--- config.mk ---
export PLATFORM = sky130hd
export DESIGN_NAME = pc_speaker_square_wave_port
export DESIGN_NICKNAME = d
export VERILOG_FILES = /design/src/rtl/spk_pkg.sv /design/src/rtl/pc_speaker_square_wave_port.sv /design/src/rtl/spk_div.sv
export SDC_FILE = /design/constraint.sdc
export NUM_CORES = 1
export LEC_CHECK = 0
export BUFFER_PORTS_ARGS = -buffer_cell sky130_fd_sc_hd__buf_2
export CAP_MARGIN = 10
export CORE_UTILIZATION = 55
export CTS_BUF_LIST = sky130_fd_sc_hd__clkbuf_16
export DETAILED_ROUTE_END_ITERATION = 10
export PLACE_DENSITY = 0.72
export SLEW_MARGIN = 20
export SYNTH_ARGS = -nofsm -noshare
export SYNTH_HDL_FRONTEND = slang
export SYNTH_SLANG_ARGS = --single-unit
--- constraint.sdc ---
create_clock -name clk -period 8.56 [get_ports clk]
set_input_delay 0.428 -clock clk [delete_from_list [all_inputs] [get_ports clk]]
set_output_delay 0.428 -clock clk [all_outputs]
set_load 0.02 [all_outputs]
--- src/rtl/spk_pkg.sv ---
`timescale 1ns / 1ps
package spk_pkg;

  // Tone generator constants.
  localparam int unsigned LOOP_CAPACITY  = 1792;
  localparam int unsigned SAMPLE_RATE_HZ = 32000;
  localparam int unsigned TIMER_CLOCK_HZ = 1193182;
  localparam int unsigned MAX_TONE_HZ    = SAMPLE_RATE_HZ / 2;
  localparam int unsigned MIN_COUNT      = (TIMER_CLOCK_HZ + MAX_TONE_HZ - 1) / MAX_TONE_HZ;

  // Field widths.
  localparam int unsigned COUNT_W = 17;
  localparam int unsigned POS_W   = 11;
  localparam int unsigned PHASE_W = 32;

  // Divider operand widths: the phase step numerator is the timer clock shifted by 32.
  localparam int unsigned DVD_W = 53;
  localparam int unsigned DSR_W = 32;
  localparam int unsigned DIV_CNT_W = $clog2(DVD_W);

  localparam logic [DVD_W-1:0] PHASE_NUM = DVD_W'(64'(TIMER_CLOCK_HZ) << 32);
  localparam logic [DVD_W-1:0] LOOP_NUM  =
    DVD_W'(64'(LOOP_CAPACITY) * 64'(TIMER_CLOCK_HZ));
  localparam logic [DSR_W-1:0] HALF_CLK  = DSR_W'(TIMER_CLOCK_HZ >> 1);

  // Commands.
  localparam logic [1:0] CMD_READ   = 2'd0;
  localparam logic [1:0] CMD_WRITE  = 2'd1;
  localparam logic [1:0] CMD_SAMPLE = 2'd2;

  // Result kinds.
  localparam logic [1:0] KIND_READ   = 2'd0;
  localparam logic [1:0] KIND_WRITE  = 2'd1;
  localparam logic [1:0] KIND_SAMPLE = 2'd2;

  // Timer mode that plays (square wave).
  localparam logic [2:0] MODE_SQUARE = 3'd3;

  // Sample levels.
  localparam logic [7:0] SMP_LOW     = 8'd32;
  localparam logic [7:0] SMP_HIGH    = 8'd224;
  localparam logic [7:0] SMP_SILENCE = 8'd128;

  // Divider control and status.
  typedef struct packed {
    logic start;
  } div_ctrl_t;

  typedef struct packed {
    logic busy;
    logic done;
  } div_stat_t;

endpackage

--- src/rtl/pc_speaker_square_wave_port.sv ---
`timescale 1ns / 1ps
// Speaker control port with a square-wave audio source.
// Input channel (in_valid/in_ready) carries one request: a port read, a port
// write or one audio sample request. Output channel (out_valid/out_ready)
// carries at most one result per request; unused commands, sample requests in
// a timer mode other than square wave, and sample requests while audio is off
// give no result.
// One request is processed at a time; in_ready is high only when the block is
// idle, so a new request is taken only once the last one has left the done
// state. Reads and writes pass from idle through the execute and done states;
// samples at an unchanged count, or at a new count below the playable range,
// pass through execute, play and done. A sample request whose timer count
// changed to a playable value runs the shared restoring divider three times
// (phase step, loop length numerator, loop length), each through a start and
// a wait state, before play and done.
// A finished result sits in the output register; the block takes the next
// request while it waits. If the receiver stalls, the following result holds
// inside the block until the output register frees up.
// Reset empties the output register and starts a silent loop of 1792 samples
// with the gate and data enable cleared.
module pc_speaker_square_wave_port (
  input  logic                        clk,
  input  logic                        rst,
  input  logic                        in_valid,
  output logic                        in_ready,
  input  logic [1:0]                  command,
  input  logic [7:0]                  write_value,
  input  logic                        timer_gate_in,
  input  logic                        timer_out_in,
  input  logic [2:0]                  timer_mode,
  input  logic [spk_pkg::COUNT_W-1:0] timer_initial_count,
  output logic                        out_valid,
  input  logic                        out_ready,
  output logic [1:0]                  result_kind,
  output logic [5:0]                  read_data,
  output logic                        gate_to_timer,
  output logic                        audio_active,
  output logic [7:0]                  sample
);
  import spk_pkg::*;

  localparam logic [2:0] S_IDLE     = 3'd0;
  localparam logic [2:0] S_EXEC     = 3'd1;
  localparam logic [2:0] S_DIV_GO   = 3'd2;
  localparam logic [2:0] S_DIV_WAIT = 3'd3;
  localparam logic [2:0] S_PLAY     = 3'd4;
  localparam logic [2:0] S_DONE     = 3'd5;

  localparam logic [1:0] SEL_PHASE = 2'd0;
  localparam logic [1:0] SEL_WHOLE = 2'd1;
  localparam logic [1:0] SEL_LEN   = 2'd2;

  logic [2:0]         state;
  logic [1:0]         div_sel;

  // Latched request.
  logic [1:0]         req_cmd;
  logic [7:0]         req_wval;
  logic               req_gate;
  logic               req_tout;
  logic [2:0]         req_mode;
  logic [COUNT_W-1:0] req_count;

  // Tone state.
  logic [COUNT_W-1:0] last_count;
  logic [PHASE_W-1:0] phase_step;
  logic [PHASE_W-1:0] phase_acc;
  logic [POS_W-1:0]   loop_length;
  logic [POS_W-1:0]   play_position;
  logic               data_enable;
  logic               gate_level;
  logic               refresh_toggle;

  // Pending result.
  logic [1:0]         res_kind;
  logic [5:0]         res_read;
  logic               res_gate;
  logic               res_active;
  logic [7:0]         res_sample;

  logic [DSR_W-1:0]   divisor_m;
  logic [DSR_W-1:0]   whole;

  logic [COUNT_W-1:0] eff_count;
  logic               refresh_next;
  logic [POS_W:0]     pos_inc;
  logic [DSR_W:0]     len_sum;
  logic [POS_W-1:0]   len_raw;

  div_ctrl_t          div_ctrl;
  div_stat_t          div_stat;
  logic [DVD_W-1:0]   div_dividend;
  logic [DSR_W-1:0]   div_divisor;
  logic [DSR_W-1:0]   div_quo;
  logic [DSR_W-1:0]   div_rem;

  assign in_ready = (state == S_IDLE);

  // Counts too low to play become silence.
  assign eff_count    = (req_count < COUNT_W'(MIN_COUNT)) ? '0 : req_count;
  assign refresh_next = ~refresh_toggle;
  assign pos_inc      = {1'b0, play_position} + 1'b1;
  assign len_sum      = {1'b0, div_quo} + 1'b1;
  assign len_raw      = len_sum[POS_W:1];

  // Operand selection for the shared divider.
  always_comb begin
    div_ctrl.start = (state == S_DIV_GO);
    unique case (div_sel)
      SEL_PHASE: begin
        div_dividend = PHASE_NUM;
        div_divisor  = divisor_m;
      end
      SEL_WHOLE: begin
        div_dividend = LOOP_NUM;
        div_divisor  = divisor_m;
      end
      default: begin
        div_dividend = DVD_W'(whole);
        div_divisor  = HALF_CLK;
      end
    endcase
  end

  spk_div u_div (
    .clk       (clk),
    .rst       (rst),
    .ctrl      (div_ctrl),
    .dividend  (div_dividend),
    .divisor   (div_divisor),
    .stat      (div_stat),
    .quotient  (div_quo),
    .remainder (div_rem)
  );

  // Sequencer and tone state.
  always_ff @(posedge clk) begin
    if (rst) begin
      state          <= S_IDLE;
      div_sel        <= SEL_PHASE;
      out_valid      <= 1'b0;
      last_count     <= '0;
      phase_step     <= '0;
      phase_acc      <= '0;
      loop_length    <= POS_W'(LOOP_CAPACITY);
      play_position  <= '0;
      data_enable    <= 1'b0;
      gate_level     <= 1'b0;
      refresh_toggle <= 1'b0;
    end else begin
      // The output register loads a finished result and clears once taken.
      if ((state == S_DONE) && (!out_valid || out_ready)) begin
        out_valid <= 1'b1;
      end else if (out_valid && out_ready) begin
        out_valid <= 1'b0;
      end
      unique case (state)
        S_IDLE: begin
          if (in_valid) begin
            state <= S_EXEC;
          end
        end
        S_EXEC: begin
          unique case (req_cmd)
            CMD_READ: begin
              refresh_toggle <= refresh_next;
              state          <= S_DONE;
            end
            CMD_WRITE: begin
              gate_level  <= req_wval[0];
              data_enable <= req_wval[1];
              if (req_wval[0]) begin
                play_position <= '0;
                phase_acc     <= '0;
              end
              state <= S_DONE;
            end
            CMD_SAMPLE: begin
              if (!(gate_level && data_enable) || (req_mode != MODE_SQUARE)) begin
                state <= S_IDLE;
              end else if (eff_count != last_count) begin
                last_count    <= eff_count;
                play_position <= '0;
                phase_acc     <= '0;
                if (eff_count == '0) begin
                  phase_step  <= '0;
                  loop_length <= POS_W'(LOOP_CAPACITY);
                  state       <= S_PLAY;
                end else begin
                  div_sel <= SEL_PHASE;
                  state   <= S_DIV_GO;
                end
              end else begin
                state <= S_PLAY;
              end
            end
            default: begin
              state <= S_IDLE;
            end
          endcase
        end
        S_DIV_GO: begin
          state <= S_DIV_WAIT;
        end
        S_DIV_WAIT: begin
          if (div_stat.done) begin
            unique case (div_sel)
              SEL_PHASE: begin
                phase_step <= div_quo;
                div_sel    <= SEL_WHOLE;
                state      <= S_DIV_GO;
              end
              SEL_WHOLE: begin
                div_sel <= SEL_LEN;
                state   <= S_DIV_GO;
              end
              default: begin
                loop_length <= (len_raw == '0) ? POS_W'(1) : len_raw;
                state       <= S_PLAY;
              end
            endcase
          end
        end
        S_PLAY: begin
          // The accumulator tracks phase_step times play_position, modulo 2^32.
          if (pos_inc >= {1'b0, loop_length}) begin
            play_position <= '0;
            phase_acc     <= '0;
          end else begin
            play_position <= pos_inc[POS_W-1:0];
            phase_acc     <= phase_acc + phase_step;
          end
          state <= S_DONE;
        end
        S_DONE: begin
          if (!out_valid || out_ready) begin
            state <= S_IDLE;
          end
        end
        default: begin
          state <= S_IDLE;
        end
      endcase
    end
  end

  // Request capture, divider operands and result payload.
  always_ff @(posedge clk) begin
    if (in_valid && in_ready) begin
      req_cmd   <= command;
      req_wval  <= write_value;
      req_gate  <= timer_gate_in;
      req_tout  <= timer_out_in;
      req_mode  <= timer_mode;
      req_count <= timer_initial_count;
    end
    if (state == S_EXEC) begin
      divisor_m  <= DSR_W'(32'(eff_count) * 32'(SAMPLE_RATE_HZ));
      res_read   <= (req_cmd == CMD_READ) ?
                    {req_tout, refresh_next, 2'b00, data_enable, req_gate} : '0;
      res_gate   <= (req_cmd == CMD_WRITE) && req_wval[0];
      res_active <= (req_cmd == CMD_WRITE) && req_wval[0] && req_wval[1];
      res_sample <= '0;
      if (req_cmd == CMD_READ) begin
        res_kind <= KIND_READ;
      end else if (req_cmd == CMD_WRITE) begin
        res_kind <= KIND_WRITE;
      end else begin
        res_kind <= KIND_SAMPLE;
      end
    end
    // Whole loop span is the numerator minus its remainder modulo m.
    if ((state == S_DIV_WAIT) && div_stat.done && (div_sel == SEL_WHOLE)) begin
      whole <= DSR_W'(LOOP_NUM) - div_rem;
    end
    if (state == S_PLAY) begin
      if (last_count == '0) begin
        res_sample <= SMP_SILENCE;
      end else begin
        res_sample <= phase_acc[PHASE_W-1] ? SMP_LOW : SMP_HIGH;
      end
    end
    if ((state == S_DONE) && (!out_valid || out_ready)) begin
      result_kind   <= res_kind;
      read_data     <= res_read;
      gate_to_timer <= res_gate;
      audio_active  <= res_active;
      sample        <= res_sample;
    end
  end

endmodule

--- src/rtl/spk_div.sv ---
`timescale 1ns / 1ps
module spk_div (
  input  logic                      clk,
  input  logic                      rst,
  input  spk_pkg::div_ctrl_t        ctrl,
  input  logic [spk_pkg::DVD_W-1:0] dividend,
  input  logic [spk_pkg::DSR_W-1:0] divisor,
  output spk_pkg::div_stat_t        stat,
  output logic [spk_pkg::DSR_W-1:0] quotient,
  output logic [spk_pkg::DSR_W-1:0] remainder
);
  import spk_pkg::*;

  logic                 busy;
  logic                 done;
  logic [DIV_CNT_W-1:0] cnt;
  logic [DVD_W-1:0]     dvd;
  logic [DSR_W-1:0]     dsr;
  logic [DSR_W-1:0]     rem;
  logic [DSR_W-1:0]     quo;
  logic [DSR_W:0]       shifted;
  logic                 fits;

  // One restoring step: bring down the next dividend bit and try to subtract.
  assign shifted = {rem, dvd[DVD_W-1]};
  assign fits    = shifted >= {1'b0, dsr};

  // Control: run one step per cycle, flag completion in the cycle after the last step.
  always_ff @(posedge clk) begin
    if (rst) begin
      busy <= 1'b0;
      done <= 1'b0;
      cnt  <= '0;
    end else begin
      done <= busy && (cnt == '0);
      if (ctrl.start) begin
        busy <= 1'b1;
        cnt  <= DIV_CNT_W'(DVD_W - 1);
      end else if (busy) begin
        if (cnt == '0) begin
          busy <= 1'b0;
        end else begin
          cnt <= cnt - 1'b1;
        end
      end
    end
  end

  // Datapath: quotient keeps only its low bits, which is all the caller needs.
  always_ff @(posedge clk) begin
    if (ctrl.start) begin
      dvd <= dividend;
      dsr <= divisor;
      rem <= '0;
      quo <= '0;
    end else if (busy) begin
      dvd <= {dvd[DVD_W-2:0], 1'b0};
      quo <= {quo[DSR_W-2:0], fits};
      if (fits) begin
        rem <= DSR_W'(shifted - {1'b0, dsr});
      end else begin
        rem <= shifted[DSR_W-1:0];
      end
    end
  end

  assign stat.busy = busy;
  assign stat.done = done;
  assign quotient  = quo;
  assign remainder = rem;

endmodule

# Yosys cells after proc, flatten, opt, wreduce, memory -nomap -nowiden

Index checks and enable logic that the tools add are counted.

Bitwise logic cells: 3
Multiplexer cells: 61
Equal/unequal tests: 26
Add/subtract/negate cells: 6
Reductions and logical operators: 37
Magnitude comparators: 3
$mul: 1

Operators with widths:

| cell                                                                  | count |
|---|---|
| 32-bit two-way mux                                                    | 11 |
| 32-bit one-hot mux with 2 select lines                                | 3 |
| 11-bit two-way mux                                                    | 11 |
| 53-bit two-way mux                                                    | 2 |
| 53-bit one-hot mux with 2 select lines                                | 1 |
| 11-bit one-hot mux with 2 select lines                                | 3 |
| 17-bit logical NOT                                                    | 2 |
| 33-bit by 32-bit >= comparator with 1-bit output                      | 1 |
| 32-bit adder                                                          | 1 |
| 8-bit two-way mux                                                     | 4 |
| 31-bit by 32-bit subtractor with 32-bit output, first input constant  | 1 |
| 32-bit subtractor                                                     | 1 |
| 17-bit by 7-bit multiplier with 24-bit output, second input constant  | 1 |
| 3-bit two-way mux                                                     | 7 |
| 7-bit AND reduction                                                   | 3 |
| 6-bit two-way mux                                                     | 3 |
| 3-bit one-hot mux with 6 select lines                                 | 1 |
| 17-bit by 7-bit < comparator with 1-bit output, second input constant | 1 |
| 17-bit two-way mux                                                    | 1 |
| 17-bit inequality test                                                | 1 |
| 2-bit inequality test, second input constant                          | 7 |
| 11-bit by 1-bit adder with 12-bit output, second input constant       | 1 |
| 12-bit by 1-bit adder with 12-bit output, second input constant       | 1 |
| 12-bit by 11-bit >= comparator with 1-bit output                      | 1 |
| other kinds (28)                                                      | 68 |

Flip-flop bits (word level): 385

# Depth between registers and ports, before layout

Word-level depth: 8
Mapped depth: 23

# Modules after synthesis

From an unflattened synthesis, not the netlist that was laid out.

Cells, all modules: 2238
Area, all modules: 22351.4 µm²

Modules (own cells, without submodules):

| module                      | area each (µm²) | cells each | sequential area each (µm²) | instances |
|---|---|---|---|---|
| pc_speaker_square_wave_port | 14154.8         | 1468       | 5365.1                     | 1 |
| spk_div                     | 8196.6          | 770        | 3993.8                     | 1 |

# Least setup slack after synthesis

Ideal clock, no wire load.

Path kind: reg2reg
Start: register req_count[11]
End: register divisor_m[31] (data pin)
Arrival time: 5247 ps
Path slack: 3053 ps
Required time: 8300 ps
Library setup time: 260 ps
Cell stages (with the launch flop): 23
Cells stage by stage: edfxtp_1 nor4_1 nand4_1 a21o_1 buf_2 nand2_1 inv_1 fa_1 fa_1 inv_1 fa_1 fa_1 inv_1 ha_1 a21oi_1 o21a_1 o311ai_0 and2_1 a41o_1 nor3_1 o21bai_1 a21oi_1 xnor2_1

Word-level cells in the longest chain between the ends: 3

RTL lines:

| item                                           | line                               | text |
|---|---|---|
| start: declaration                             | pc_speaker_square_wave_port.sv:62  | `logic [COUNT_W-1:0] req_count;` |
| start signal: assignment                       | pc_speaker_square_wave_port.sv:255 | `req_count <= timer_initial_count;` |
| 17-bit by 7-bit < comparator with 1-bit output | pc_speaker_square_wave_port.sv:100 | `assign eff_count = (req_count < COUNT_W'(MIN_COUNT)) ? '0 : req_count;` |
| 17-bit two-way mux                             | pc_speaker_square_wave_port.sv:100 |  |
| net eff_count[2]                               | pc_speaker_square_wave_port.sv:84  | `logic [COUNT_W-1:0] eff_count;` |
| 17-bit by 7-bit multiplier with 24-bit output  | pc_speaker_square_wave_port.sv:258 | `divisor_m <= DSR_W'(32'(eff_count) * 32'(SAMPLE_RATE_HZ));` |
| end signal: assignment                         | pc_speaker_square_wave_port.sv:258 |  |
| end: declaration                               | pc_speaker_square_wave_port.sv:81  | `logic [DSR_W-1:0] divisor_m;` |

The timed path passes the listed nets, and every way through them passes these cells.
A chain may end at the register's enable or synchronous reset.

# Final worst setup path

Start: register req_count[14]
End: register divisor_m[31] (data pin)

Same word-level chain as after synthesis.

==> metrics.md <==
| Metric | Value |
|---|---|
| CTS Buf Count | `40` |
| Ys async rst share | `0%` |
| Layout Cells excl Fill | `2711` |
| Worst hold-check path type | `in2reg` |
| HPWL Detailed | `29.60 mm` |
| WP data arrival | `6.41 ns` |
| Leak | `9.458 nW` |
| Peak VDD IR | `0.2544 mV` |
| Routed len/inst | `15.25 µm` |
| I/O Buffers | `42` |
| Hold Path Origin | `timer_initial_count[0]` |
| RR Startpoint | `req_count[14]` |
| RSZ-0062 raised after global routing | `false` |
| Leading area contributor after synthesis | `edfxtp_1` |
| Startpoint Class | `flip-flop` |
| Initial antenna violation count | `0` |
| Clk slew on worst S/H paths | `0.06 ns` |
| R2R setup slack | `2.44 ns` |
| Htree depth | `2` |
| Endpoint, Worst Hold | `req_count[0]` |
| Die height | `197.5 µm` |
| Clk_lat worst skew | `0.56 ns` |
| Tcrit/Tclk final | `71.52%` |
| Ant diodes | `0` |
| Post-CTS Setup Repair Bufs | `0` |
| Setup CP Type | `reg2reg` |
| Post-synthesis register bit count | `366` |
| Routed WL | `41.34 mm` |
| CTS tree | `yes` |
| Cells after DPL | `2637` |
| Seq/Total Area, Yosys | `43.52%` |
| Area added between synthesis and finish | `8.655%` |
| Avg Cell Area, Syn | `9.629 µm²` |
| Dominant cells by area after synthesis | `edfxtp_1 26%, dfxtp_1 18%, ha_1 8.5%` |
| PD cells | `234.1 nW/µm²` |
| R2R cell count | `21` |
| CTS resizes | `0` |
| Yosys cell types | `76` |
| Max Fclk | `163.3 MHz` |
| DIE WIDTH | `197.5 µm` |
| Measured slew at the worst slew-check pin | `0.9853 ns` |
| Max-slew violation count | `0` |
| Fin util | `60.64%` |
| Critical Path End Type | `flip-flop` |
| Largest net degree at the start of global routing | `74` |
| Max FO, Critical Path | `12` |
| Setup TNS Final | `0 ns` |
| Most common cell in the netlist | `a21oi_1` |
| Final Hold Fails | `0` |
| Tot Pwr | `5.347 mW` |
| Post-synth EDFFs | `182` |
| Required time of the critical path | `8.85 ns` |
| Outcome | `finished clean` |
| Post-synth top cells | `205 x a21oi_1, 202 x nor2_1, 191 x nand2_1, 184 x dfxtp_1, 182 x edfxtp_1` |
| DR vias/cell | `5.561` |
| DRT iter0 DRCs | `808` |
| Fin Hold WS | `0.04444 ns` |
| Synth warn | `0` |
| Slew HR | `34.15%` |
| Initial Utilization | `55.81%` |
| Number of max-cap violations | `0` |
| Tmin final | `6.122 ns` |
| Max Root-Sink Buffers | `3` |
| Clock skew | `0.02371 ns` |
| Share of the synthesized area in the top cell type | `26.00%` |
| Pre-antenna DRT Iters | `5` |
| Share of cells above drive strength 1 | `6.636%` |
| # rows | `71` |
| Global-route wire length before repair | `71.06 mm` |
| DRC | `0` |
| Overall routing resource usage | `22.06%` |
| I/O Pins | `56` |
| Top FF cell, synth | `dfxtp_1` |
| Nets | `2403` |
| Synthesized area | `21020 µm²` |
| Post-DRT Antenna Nets | `0` |
| Vias in the first global route | `14760` |
| Clock root buffer | `clkbuf_16` |
| Clk sinks | `366` |
| RR Endpoint | `divisor_m[31]` |
| Final setup fails | `0` |
| Vias | `15080` |
| Number of hold buffers added after CTS | `0` |
| Hold Path Depth | `1` |
| Mapped Cells | `2183` |
| GRT overflow | `0` |
| Die footprint | `39000 µm²` |
| Core Area | `37670 µm²` |
| Final GP Congestion | `0.8785` |
-- layout make-up --
| class | instances | area, µm² |
|---|---|---|
| Fill cell | 3254 | 14830 |
| Multi-Input combinational cell | 1552 | 10870 |
| Sequential cell | 366 | 9154 |
| Clock buffer | 40 | 1001 |
| Tap cell | 511 | 639.4 |
| Inverter | 154 | 580.6 |
| Timing Repair Buffer | 54 | 302.8 |
| Clock inverter | 34 | 289.0 |
-- kinds of logic (layout without fill, tap and decap cells) --
| kind of cell | after synthesis | after routing | synth area share [%] |
|---|---|---|---|
| simple gates | 680 | 680 | 15.11 |
| compound gates | 475 | 475 | 14.18 |
| flops | 366 | 366 | 43.52 |
| buf+inv | 271 | 282 | 5.083 |
| fa+ha+maj | 199 | 199 | 13.85 |
| xor+xnor | 144 | 144 | 6.000 |
| mux | 47 | 47 | 2.238 |
| other cells | 1 | 7 | 0.01784 |
-- registers in the layout, summed over array words and instances, names as in the netlist, 17 cells and up --
signal and flops:
u_div.quotient 32, last_count 17, whole 32, phase_acc 32, req_count 17, u_div.dsr 25, u_div.remainder 32, phase_step 32
divisor_m 24, u_div.dvd 53
-- through the flow --
step                      instance area, µm²  worst slack, ns
after floorplan                        21040            3.053
after global placement                 21550            2.491
after detailed placement               21550            2.412
after CTS                              22840            2.399
after global routing                   22840            2.000
final                                  22840            2.438
-- how the worst max path moves through the flow --
stage | from | end | slack, ns
after floorplan | req_count[11] | divisor_m[31] | 3.05
after global placement | req_count[15] | divisor_m[31] | 2.49
after global routing | req_count[15] | divisor_m[31] | 2.00
after CTS | req_count[14] | divisor_m[31] | 2.40
final | req_count[14] | divisor_m[31] | 2.44
after detailed placement | req_count[14] | divisor_m[31] | 2.41
-- metal layers --
metal | wire, µm | vias up | global-route usage [%]
met5 | 0 | - | 0
met2 | 19390 | 308 | 36.67
met3 | 1898 | 71 | 3.534
met4 | 972 | 0 | 7.034
met1 | 19080 | 7078 | 29.46
li1 | - | 7618 | -
-- worst max-delay path, cell delays in order (launching register included) --
cell and delay [ns]:
edfxtp_1 0.54, nor4_1 0.36, nand4_1 0.21, a21o_1 0.32, nand2_1 0.25, inv_1 0.15, fa_1 0.50, fa_1 0.50
inv_1 0.06, fa_1 0.47, fa_1 0.51, inv_1 0.04, ha_1 0.32, a21oi_1 0.26, o21a_1 0.18, o311ai_0 0.13
and2_1 0.22, a41o_1 0.27, nor3_1 0.20, o21bai_1 0.11, a21oi_1 0.18, xnor2_1 0.08
-- power breakdown --
| part | internal, mW | leakage [nW] | switching (mW) |
|---|---|---|---|
| registers | 2.03 | 3.16 | 0.0709 |
| clock network | 0.978 | 0.656 | 0.701 |
| logic | 0.698 | 5.64 | 0.872 |
| total | 3.70 | 9.46 | 1.64 |
-- placed cells by master (no fill, tap or decap), types with 68 or more instances in the layout --
master    netlist  layout
ha_1          143     143
o21ai_0        68      68
nand3_1        82      82
nand2_1       191     189
dfxtp_1       184     182
a21oi_1       205     205
nor2_1        202     200
xnor2_1        94      94
edfxtp_1      182     182
inv_1         153     161
No activity file was read; power rests on OpenSTA's default activity.
